File: src/rtl/core/fgoal_pkg.sv
package fgoal_pkg;

    localparam logic [1:0] OP_LEADER   = 2'd0;
    localparam logic [1:0] OP_FOLLOWER = 2'd1;
    localparam logic [1:0] OP_TICK     = 2'd2;

    localparam logic [2:0] REG_OFF_T    = 3'd0;
    localparam logic [2:0] REG_OFF_N    = 3'd1;
    localparam logic [2:0] REG_OFF_B    = 3'd2;
    localparam logic [2:0] REG_START_X  = 3'd3;
    localparam logic [2:0] REG_START_Y  = 3'd4;
    localparam logic [2:0] REG_GAIN     = 3'd5;
    localparam logic [2:0] REG_SPEED    = 3'd6;
    localparam logic [2:0] REG_DEADBAND = 3'd7;

    typedef struct packed {
        logic [1:0]         op;
        logic signed [31:0] pos_x;
        logic signed [31:0] pos_y;
        logic signed [31:0] pos_z;
        logic signed [15:0] quat_w;
        logic signed [15:0] quat_x;
        logic signed [15:0] quat_y;
        logic signed [15:0] quat_z;
        logic signed [31:0] vel_t;
        logic signed [31:0] vel_n;
        logic signed [31:0] vel_b;
    } t_item;

    typedef struct packed {
        logic signed [31:0] off_t;
        logic signed [31:0] off_n;
        logic signed [31:0] off_b;
        logic signed [31:0] start_x;
        logic signed [31:0] start_y;
        logic [30:0]        gain;
        logic [30:0]        speed_limit;
        logic [30:0]        deadband;
    } t_cfg;

    typedef struct packed {
        logic signed [31:0] px;
        logic signed [31:0] py;
        logic signed [31:0] pz;
        logic signed [31:0] vx;
        logic signed [31:0] vy;
        logic signed [31:0] vz;
        logic signed [15:0] yaw;
    } t_goal;

    function automatic logic signed [31:0] sat32(input logic signed [39:0] v);
        logic signed [31:0] r;
        if (v > 40'sd2147483647) begin
            r = 32'sh7FFFFFFF;
        end else if (v < -40'sd2147483648) begin
            r = 32'sh80000000;
        end else begin
            r = v[31:0];
        end
        return r;
    endfunction

endpackage

File: src/rtl/core/fgoal_front.sv
module fgoal_front (
    input  logic              i_clk,
    input  logic              i_rst_n,
    input  logic              i_valid,
    output logic              o_ready,
    input  fgoal_pkg::t_item  i_item,
    output logic              o_q_valid,
    output fgoal_pkg::t_item  o_q_item,
    input  logic              i_q_pop
);

    fgoal_pkg::t_item r_ent [2];
    logic       r_wp;
    logic       r_rp;
    logic [1:0] r_cnt;
    logic       r_seen_l;
    logic       r_seen_f;
    logic       acc;
    logic       keep;
    logic       push;
    logic       pop;

    assign o_ready   = (r_cnt != 2'd2);
    assign o_q_valid = (r_cnt != 2'd0);
    assign o_q_item  = r_ent[r_rp];
    assign acc       = i_valid && o_ready;
    assign pop       = i_q_pop && o_q_valid;

    // Ticks before both sides have reported, and the unused code, are dropped here.
    always_comb begin
        unique case (i_item.op)
            fgoal_pkg::OP_LEADER:   keep = 1'b1;
            fgoal_pkg::OP_FOLLOWER: keep = 1'b1;
            fgoal_pkg::OP_TICK:     keep = r_seen_l && r_seen_f;
            default:                keep = 1'b0;
        endcase
    end

    assign push = acc && keep;

    always_ff @(posedge i_clk) begin
        if (!i_rst_n) begin
            r_wp     <= 1'b0;
            r_rp     <= 1'b0;
            r_cnt    <= 2'd0;
            r_seen_l <= 1'b0;
            r_seen_f <= 1'b0;
        end else begin
            if (acc && i_item.op == fgoal_pkg::OP_LEADER) begin
                r_seen_l <= 1'b1;
            end
            if (acc && i_item.op == fgoal_pkg::OP_FOLLOWER) begin
                r_seen_f <= 1'b1;
            end
            if (push) begin
                r_ent[r_wp] <= i_item;
                r_wp        <= ~r_wp;
            end
            if (pop) begin
                r_rp <= ~r_rp;
            end
            r_cnt <= r_cnt + {1'b0, push} - {1'b0, pop};
        end
    end

endmodule

File: config.mk
export PLATFORM = sky130hd
export DESIGN_NAME = fgoal_front
export DESIGN_NICKNAME = d
export VERILOG_FILES = /design/src/rtl/core/fgoal_pkg.sv /design/src/rtl/core/fgoal_front.sv
export SDC_FILE = /design/constraint.sdc
export NUM_CORES = 1
export LEC_CHECK = 0
export BUFFER_PORTS_ARGS = -buffer_cell sky130_fd_sc_hd__buf_2
export CORE_AREA = 3 3 202 204
export DETAILED_ROUTE_END_ITERATION = 6
export DIE_AREA = 0 0 205 207
export PLACE_DENSITY = 0.83
export RECOVER_POWER = 25
export SLEW_MARGIN = 0
export SYNTH_ARGS = -nofsm -noshare
export SYNTH_HDL_FRONTEND = slang
export SYNTH_SLANG_ARGS = --single-unit
File: constraint.sdc
create_clock -name i_clk -period 22.5 [get_ports i_clk]
set_input_delay 2.25 -clock i_clk [delete_from_list [all_inputs] [get_ports i_clk]]
set_output_delay 2.25 -clock i_clk [all_outputs]
set_load 0.03 [all_outputs]
Word-level counts from Yosys, hierarchy flattened
Memories as Yosys holds them, arrays and structs flattened. A register that Yosys moved wholly into a read port is not among the register bits.
Index checks and enable logic that the tools add are counted.
{"block": "word_totals", "mem_bits_rw": 516, "input_bits": 262, "output_inout_bits": 260, "wordCells": 28, "latchBits": 0, "ff_bits": 6, "mem_bits_ro": 0, "n_memories": 1}
{"memory": "r_ent", "depth": 2, "width": 258, "rd": 1, "rd_ports_with_merged_regs": 1, "write_ports": 1, "line_no": "fgoal_front.sv:12", "rtl": "fgoal_pkg::t_item r_ent [2];"}
{"block": "classes", "n_addsub": 2, "order_cmp": 0, "div": 0, "n_mul": 0, "n_shift": 0, "eq_ne": 3, "n_reduce_logical": 9, "bitwise": 2, "muxes": 6}
{"cell": "$logic_and A1 B1 Y1", "count": 6}
{"cell": "$mux W1", "count": 5}
{"cell": "$add A2 B1 Y2", "count": 1}
{"cell": "$eq A2 B1 Y1 const B", "count": 1}
{"cell": "$eq A2 B2 Y1 const B", "count": 1}
{"cell": "$logic_not A2 Y1", "count": 1}
{"cell": "$ne A2 B2 Y1 const B", "count": 1}
{"cell": "$not A1 Y1", "count": 2}
{"cell": "$pmux W1 S2", "count": 1}
{"cell": "$reduce_bool A2 Y1", "count": 1}
{"cell": "$reduce_or A2 Y1", "count": 1}
{"cell": "$sub A2 B1 Y2", "count": 1}

Longest topological paths before layout
Gate-level depths: netlist of run 1.
{"block": "depth", "ltp_word": 7, "depth_mapped": 9, "depth_no_buf": 9}

Worst setup path before layout of run 1
Ideal clock, no wire load.
{"block": "synth_timing", "path_kind": "in2reg", "from": "input port i_item[256] in the netlist's numbering", "to": "memory r_ent[0][0] in the netlist's numbering (enable)", "required_time_ns": 21.617, "cell_stages": 3, "setup_time_ns": 0.883, "setup_slack_ns": 8.305, "path_buffers": 0, "t_arrival_ns": 13.312, "cell_sequence": "and3b_1 o2111ai_1 nor2_1"}
{"block": "synth_via", "elab_chain_len": 7, "word_cells_on_any_way": 9, "classes_between": "eq/ne: 2; mux: 4; reduce/logical: 3"}
{"element": "start: declaration", "line_no": "fgoal_front.sv:6", "rtl": "input fgoal_pkg::t_item i_item,"}
{"element": "$eq A2 B1 Y1 / $logic_not A2 Y1 (equally long branches)", "line_no": "fgoal_front.sv:31", "rtl": "unique case (i_item.op)"}
{"element": "$reduce_or A2 Y1 (no source line)"}
{"element": "$pmux W1 S2 *", "line_no": "fgoal_front.sv:31"}
{"element": "$logic_and A1 B1 Y1 *", "line_no": "fgoal_front.sv:39", "rtl": "assign push = acc && keep;"}
{"element": "$mux W1 *", "line_no": "fgoal_front.sv:55", "rtl": "if (push) begin"}
{"element": "$mux W1 *", "line_no": "fgoal_front.sv:42", "rtl": "if (!i_rst_n) begin"}
{"element": "$mux W1 (not written as such) *", "line_no": "fgoal_front.sv:56", "rtl": "r_ent[r_wp] <= i_item;"}
{"element": "end: declaration", "line_no": "fgoal_front.sv:12"}
Every way passes the cells marked *; elsewhere a longest branch is shown, timed or not.

==> impl_metrics.env, run 1 <==
export IMPL_r2r_end="r_ent[0][172]$_DFFE_PP_"
export IMPL_initial_core_util=0.502
export IMPL_hold_path_end="r_seen_l$_SDFFE_PN0P_"
export IMPL_nets=1657
export IMPL_initialDrtViolationCount=605
export IMPL_vdd_ir_drop_worst_uv=82.4
export IMPL_min_period_over_period=0.268
export IMPL_cpMostUsedCell="buf_4"
export IMPL_critPathMaxStageDelay_ps=930
export IMPL_crit_path_top_delay_cell="buf_4"
export IMPL_synth_avg_cell_area_um2=23.7
export IMPL_outcome="completed"
export IMPL_p_sw_uw=735
export IMPL_tightest_slew_ps=1120
export IMPL_clk_latency_ps=560
export IMPL_reg2reg_depth=5
export IMPL_critPathKind="flop to output pin"
export IMPL_hold_start="r_seen_l$_SDFFE_PN0P_"
export IMPL_crit_path_end_kind="output pin"
export IMPL_grt_pass1_vias=10400
export IMPL_setup_ws_ps=16480
export IMPL_area_growth_pct=23.1
export IMPL_seqPwrFrac=0.440
export IMPL_slew_viol_final=0
export IMPL_startpoint_type="flop"
export IMPL_drv_cap=0
export IMPL_via_per_inst=5.08
export IMPL_die_height_um=207
export IMPL_critPathMaxFanout=61
export IMPL_r2r_start="r_cnt[0]$_SDFF_PN0_"
export IMPL_timing_fmax_mhz=166
export IMPL_hpwlAfterDp_um=30700
export IMPL_synth_distinct_cells=24
export IMPL_portBuffers=521
export IMPL_track_usage=0.200
export IMPL_synthFlopType="edfxtp_1"
export IMPL_final_util=0.618
export IMPL_die_area_um2=42400
export IMPL_synth_nets=1100
export IMPL_path_delay_family="buffers and inverters"
export IMPL_firstDrtPassIters=5
export IMPL_skew_ps=11.0
export IMPL_cts_htree_levels=2
export IMPL_cts_setup_buffers=0
export IMPL_yosys_top_cells_area="edfxtp_1 78%, mux2_4 15%, mux2_2 3.2%"
export IMPL_synth_top_area_cell="edfxtp_1"
export IMPL_io_pins=522
export IMPL_place_area_um2=22800
export IMPL_final_area_um2=24400
export IMPL_place_congestion=0.813
export IMPL_ys_ff_latch=523
export IMPL_yosys_top_cells_count="516 x edfxtp_1, 201 x mux2_4, 57 x mux2_2"
export IMPL_avgRoutedWirePerCell_um=22.2
export IMPL_r2r_slack_ps=19420
export IMPL_hold_violations=0
export IMPL_grt_setup_unrepaired="false"
export IMPL_ys_warn_count=0
export IMPL_synth_cells=836
export IMPL_clockBufferDepth=3
export IMPL_worst_ep_required_time_ps=20250
export IMPL_postCtsHoldBufs=0
export IMPL_pre_cts_slack_ps=17050
export IMPL_core_area_um2=39500
export IMPL_holdPathStages=1
export IMPL_critical_path_buf_inv_count=3
export IMPL_grt_ovfl_total=0
export IMPL_seqCellArea_um2=15600
export IMPL_yosysTopAreaCellShare=0.783
export IMPL_drc=0
export IMPL_clk_pin_slew_ps=60
export IMPL_stdcell_count=1963
export IMPL_die_x_um=205
export IMPL_p_int_mw=1.84
export IMPL_async_reset_ff_frac=0
export IMPL_total_power_mw=2.57
export IMPL_p_leak_nw=9.15
export IMPL_synth_edf_count=516
export IMPL_wl_um=43600
export IMPL_setup_viol=0
export IMPL_drtAntennaViolNets=0
export IMPL_ctsResizeCount=0
export IMPL_drive_gt1_frac=0.552
export IMPL_fillers=2776
export IMPL_antenna_found_initial=12
export IMPL_crit_chain="buf_4, buf_4, mux2_2, buf_2"
export IMPL_numCtsBuffers=52
export IMPL_vias=9975
export IMPL_period_needed_ps=6020
export IMPL_root_buffer="clkbuf_16"
export IMPL_row_count=73
export IMPL_placedCellCount=1864
export IMPL_syn_area_um2=19800
export IMPL_max_slew_margin=0.256
export IMPL_cp_arrival_ps=3770
export IMPL_cts_sinks=523
export IMPL_hp_class="flop to flop"
export IMPL_p_comb_frac=0.246
export IMPL_power_frac_clock=0.314
export IMPL_swShare=0.286
export IMPL_yosysMostFrequentCell="edfxtp_1"
export IMPL_power_per_cell_area_nw_per_um2=106
export IMPL_synth_seq_area_share=0.790
export IMPL_tritoncts="yes"
export IMPL_fin_tns_setup_ps=0
export IMPL_multi_input_area_um2=3850
export IMPL_holdWs_ps=496
export IMPL_grt_pass1_wl_um=63700
export IMPL_grt_start_max_net_pins=76
## layout by cell type (no fill, tap or decap), drive strengths merged, types with 4 or more instances in the layout
cell type | netlist | final
buf | 29 | 461
diode | 0 | 9
clkbuf | 0 | 136
dfxtp | 7 | 7
edfxtp | 516 | 516
mux2 | 258 | 258
inv | 3 | 4
clkinv | 0 | 20
## registers in the layout, indices dropped and copies added (netlist names), named ones only
name	flops
r_seen_f	1
r_cnt	2
r_seen_l	1
r_wp	1
r_rp	1
r_ent	516
## final cells by class
cell class              count  area share
diodes                      9    0.000924
flip-flops and latches    523       0.642
repair buffers            532       0.107
inverters                   3    0.000462
multi-input cells         281       0.158
clock buffers              65      0.0575
well taps                 525      0.0270
clock inverters            25     0.00791
## power groups by stage
stage	registers, mW	logic, mW	clock network (mW)
after floorplan	1.16	0.501	0
after global placement	1.15	0.628	0
after detailed placement	1.15	0.638	0
after CTS	1.13	0.640	0.827
after global routing	1.14	0.662	0.863
final	1.13	0.632	0.808
## worst reg2reg max path, delay by kind of cell, from the launching register on
kind	cells	cell delay (ps)
buffers and inverters	2	1550
AO/OA/AOI/OAI	1	210
AND/OR/NAND/NOR	2	510
flip-flops	1	350
## metal layers
layer / routed length (µm) / vias up / global-route usage
li1: - / 4459 / -
met1: 16300 / 4916 / 0.243
met2: 22000 / 508 / 0.339
met3: 3930 / 86 / 0.0555
met4: 1300 / 6 / 0.0775
met5: 40 / - / 0
## cell families after synthesis
kind of cell,after synthesis,synth area share
compound gates,6,0.00246
xor+xnor,3,0.00133
fa+ha+maj,2,0.00126
buf+inv,32,0.0165
flops,523,0.790
mux,258,0.185
simple gates,12,0.00386
## how the worst max path moves through the flow
stage | to | slack (ps) | from | depth (start not counted)
2_1_floorplan | r_ent[0][0]$_DFFE_PP_ | 8310 | i_item[256] | 3
3_3_place_gp | o_q_item[29] | 17040 | flop | 4
3_5_place_dp | o_q_item[29] | 17050 | flop | 4
4_1_cts | o_q_item[29] | 16430 | flop | 4
5_1_grt | o_q_item[29] | 16280 | flop | 4
6_report | o_q_item[29] | 16480 | flop | 4
No activity file was read; power rests on OpenSTA's default activity.
==> inputs of run 2 (changes only) <==
--- a/config.mk
+++ b/config.mk
@@ -5,10 +5,11 @@
 export SDC_FILE = /design/constraint.sdc
 export NUM_CORES = 1
 export LEC_CHECK = 0
+export ABC_AREA = 1
 export BUFFER_PORTS_ARGS = -buffer_cell sky130_fd_sc_hd__buf_2
-export CORE_AREA = 3 3 202 204
+export CORE_MARGIN = 3
+export CORE_UTILIZATION = 48
 export DETAILED_ROUTE_END_ITERATION = 6
-export DIE_AREA = 0 0 205 207
 export PLACE_DENSITY = 0.83
 export RECOVER_POWER = 25
 export SLEW_MARGIN = 0
==> constraint.sdc (replaced) <==
create_clock -name i_clk -period 5.3 [get_ports i_clk]
set_input_delay 0.53 -clock i_clk [delete_from_list [all_inputs] [get_ports i_clk]]
set_output_delay 0.53 -clock i_clk [all_outputs]
set_load 0.03 [all_outputs]
==> impl_metrics.env, run 2 <==
export IMPL_outcome="completed"
export IMPL_grt_pass1_vias=10500
export IMPL_yosysTopAreaCellShare=0.782
export IMPL_crit_path_end_kind="output pin"
export IMPL_grt_start_max_net_pins=151
export IMPL_hpwlAfterDp_um=28900
export IMPL_final_area_um2=24600
export IMPL_firstDrtPassIters=5
export IMPL_drc=0
export IMPL_synth_distinct_cells=16
export IMPL_tritoncts="yes"
export IMPL_synth_edf_count=516
export IMPL_p_leak_nw=9.32
export IMPL_portBuffers=521
export IMPL_numCtsBuffers=51
export IMPL_initial_core_util=0.492
export IMPL_min_period_over_period=0.572
export IMPL_root_buffer="clkbuf_16"
export IMPL_postCtsHoldBufs=0
export IMPL_clockBufferDepth=3
export IMPL_period_needed_ps=3030
export IMPL_skew_ps=15.9
export IMPL_cts_sinks=523
export IMPL_ctsResizeCount=0
export IMPL_layout_common_cells="516 x edfxtp_1, 472 x buf_2, 201 x mux2_4"
export IMPL_place_congestion=0.798
export IMPL_synth_top_area_cell="edfxtp_1"
export IMPL_async_reset_ff_frac=0
export IMPL_fillers=2804
export IMPL_critPathKind="flop to output pin"
export IMPL_path_delay_family="buffers and inverters"
export IMPL_vias=10000
export IMPL_core_area_um2=40300
export IMPL_slew_viol_final=0
export IMPL_cts_setup_buffers=0
export IMPL_syn_area_um2=19800
export IMPL_nets=1670
export IMPL_worst_ep_required_time_ps=4770
export IMPL_die_area_um2=43700
export IMPL_yosys_top_cells_count="516 x edfxtp_1, 201 x mux2_4, 57 x mux2_2"
export IMPL_largestRegisters="r_ent x516, r_cnt x2"
export IMPL_io_pins=522
export IMPL_hp_class="input pin to flop"
export IMPL_clk_latency_ps=560
export IMPL_tightest_slew_ps=1150
export IMPL_fin_tns_setup_ps=0
export IMPL_yosysMostFrequentCell="edfxtp_1"
export IMPL_setup_viol=0
export IMPL_critPathMaxFanout=87
export IMPL_ys_ff_latch=523
export IMPL_synth_seq_area_share=0.789
export IMPL_top_register="r_ent"
export IMPL_drv_cap=0
export IMPL_clk_pin_slew_ps=60
export IMPL_power_per_cell_area_nw_per_um2=454
export IMPL_place_area_um2=22900
export IMPL_cp_arrival_ps=2500
export IMPL_row_count=73
export IMPL_die_height_um=209
export IMPL_grt_ovfl_total=0
export IMPL_vdd_ir_drop_worst_uv=361
export IMPL_drive_gt1_frac=0.566
export IMPL_grt_setup_unrepaired="false"
export IMPL_via_per_inst=5.06
export IMPL_avgRoutedWirePerCell_um=21.2
export IMPL_total_power_mw=11.2
export IMPL_track_usage=0.186
export IMPL_use_met3=0.0595
export IMPL_largest_reg_flops=516
export IMPL_initialDrtViolationCount=661
export IMPL_synth_nets=1117
export IMPL_wl_um=42100
export IMPL_ys_warn_count=0
export IMPL_crit_chain="buf_12, mux2_2, buf_2"
export IMPL_synth_avg_cell_area_um2=23.2
export IMPL_met1_usage=0.218
export IMPL_final_common_cell="edfxtp_1"
export IMPL_top_usage_layer="met2"
export IMPL_timing_fmax_mhz=330
export IMPL_critPathMaxStageDelay_ps=710
export IMPL_antenna_found_initial=14
export IMPL_area_growth_pct=24.2
export IMPL_hold_violations=0
export IMPL_critical_path_buf_inv_count=2
export IMPL_drtAntennaViolNets=0
export IMPL_yosys_top_cells_area="edfxtp_1 78%, mux2_4 15%, mux2_2 3.2%"
export IMPL_crit_path_top_delay_cell="dfxtp_4"
export IMPL_synthFlopType="edfxtp_1"
export IMPL_grt_pass1_wl_um=62100
export IMPL_grtUsageMet2=0.325
export IMPL_synth_cells=853
export IMPL_max_slew_margin=0.236
export IMPL_holdWs_ps=152
export IMPL_cts_htree_levels=2
export IMPL_startpoint_type="flop"
export IMPL_die_x_um=209
[run 2: cell types whose count changed after synthesis, sizes merged, moves of 3 or more]
cell and delta:
a21oi +3, inv +7, nand2 +10, nand3 +6
nor2 +7, nor2b -3, xnor2 -3
[run 2: logic make-up (layout without fill, tap and decap cells)]
| logic type | count (synthesis) | in the layout | share of synthesized area |
|---|---|---|---|
| DFF | 523 | 523 | 0.789 |
| muxes | 258 | 258 | 0.185 |
| buffers and inverters | 39 | 634 | 0.0178 |
| and+or+nand+nor | 26 | 26 | 0.00543 |
| AOI/OAI and AO/OA | 5 | 5 | 0.00152 |
| adders and majority gates | 2 | 2 | 0.00126 |
| other | 0 | 10 | 0 |
[run 2: path summary, 6_finish.rpt]
check	start	endpoint	slack, ps	depth (start not counted)
worst max-delay path	flop	o_q_item[4]	2270	3
worst min-delay path	i_item[5]	r_ent[0][5]$_DFFE_PP_	150	1
worst max register to register	r_cnt[0]$_SDFF_PN0_	r_ent[1][213]$_DFFE_PP_	2920	5
worst min register to register	r_seen_f$_SDFFE_PN0P_	r_seen_f$_SDFFE_PN0P_	450	2
[run 2: worst register-to-register path, delay by kind of cell (launching register included)]
kind            cells  cell delay [ps]
simple gates        2              340
compound gates      1              240
flops               1              370
buf+inv             2              930
[run 2: power by group]
group | internal [mW] | switching (mW) | total, mW
sequential | 4.75 | 0.0865 | 4.84
clock | 2.19 | 1.44 | 3.64
combinational | 1.06 | 1.63 | 2.69
total | 8.00 | 3.16 | 11.2
[run 2: per-layer routing]
| metal | vias to the layer above | wire length [µm] | part of all wire |
|---|---|---|---|
| met5 | - | 39 | 0.00093 |
| li1 | 4502 | - | - |
| met1 | 4957 | 15500 | 0.37 |
| met3 | 68 | 3720 | 0.088 |
| met4 | 8 | 997 | 0.024 |
| met2 | 492 | 21800 | 0.52 |
[run 2: through the flow]
step	setup slack [ps]	util	cells
4_1_cts	2180	0.612	1973
3_5_place_dp	2740	0.569	1878
3_3_place_gp	2770	0.569	1878
5_1_grt	2140	0.610	1979
2_1_floorplan	142	-	853
6_report	2270	0.611	1983
[run 2: cell type report]
type	count	area [µm²]	share of cell area
flip-flops and latches	523	15600	0.636
multi-input cells	291	3830	0.156
repair buffers	529	2680	0.109
clock buffers	62	1380	0.0561
well taps	525	657	0.0267
clock inverters	33	343	0.0139
inverters	10	41.3	0.00168
diodes	10	25.0	0.00102
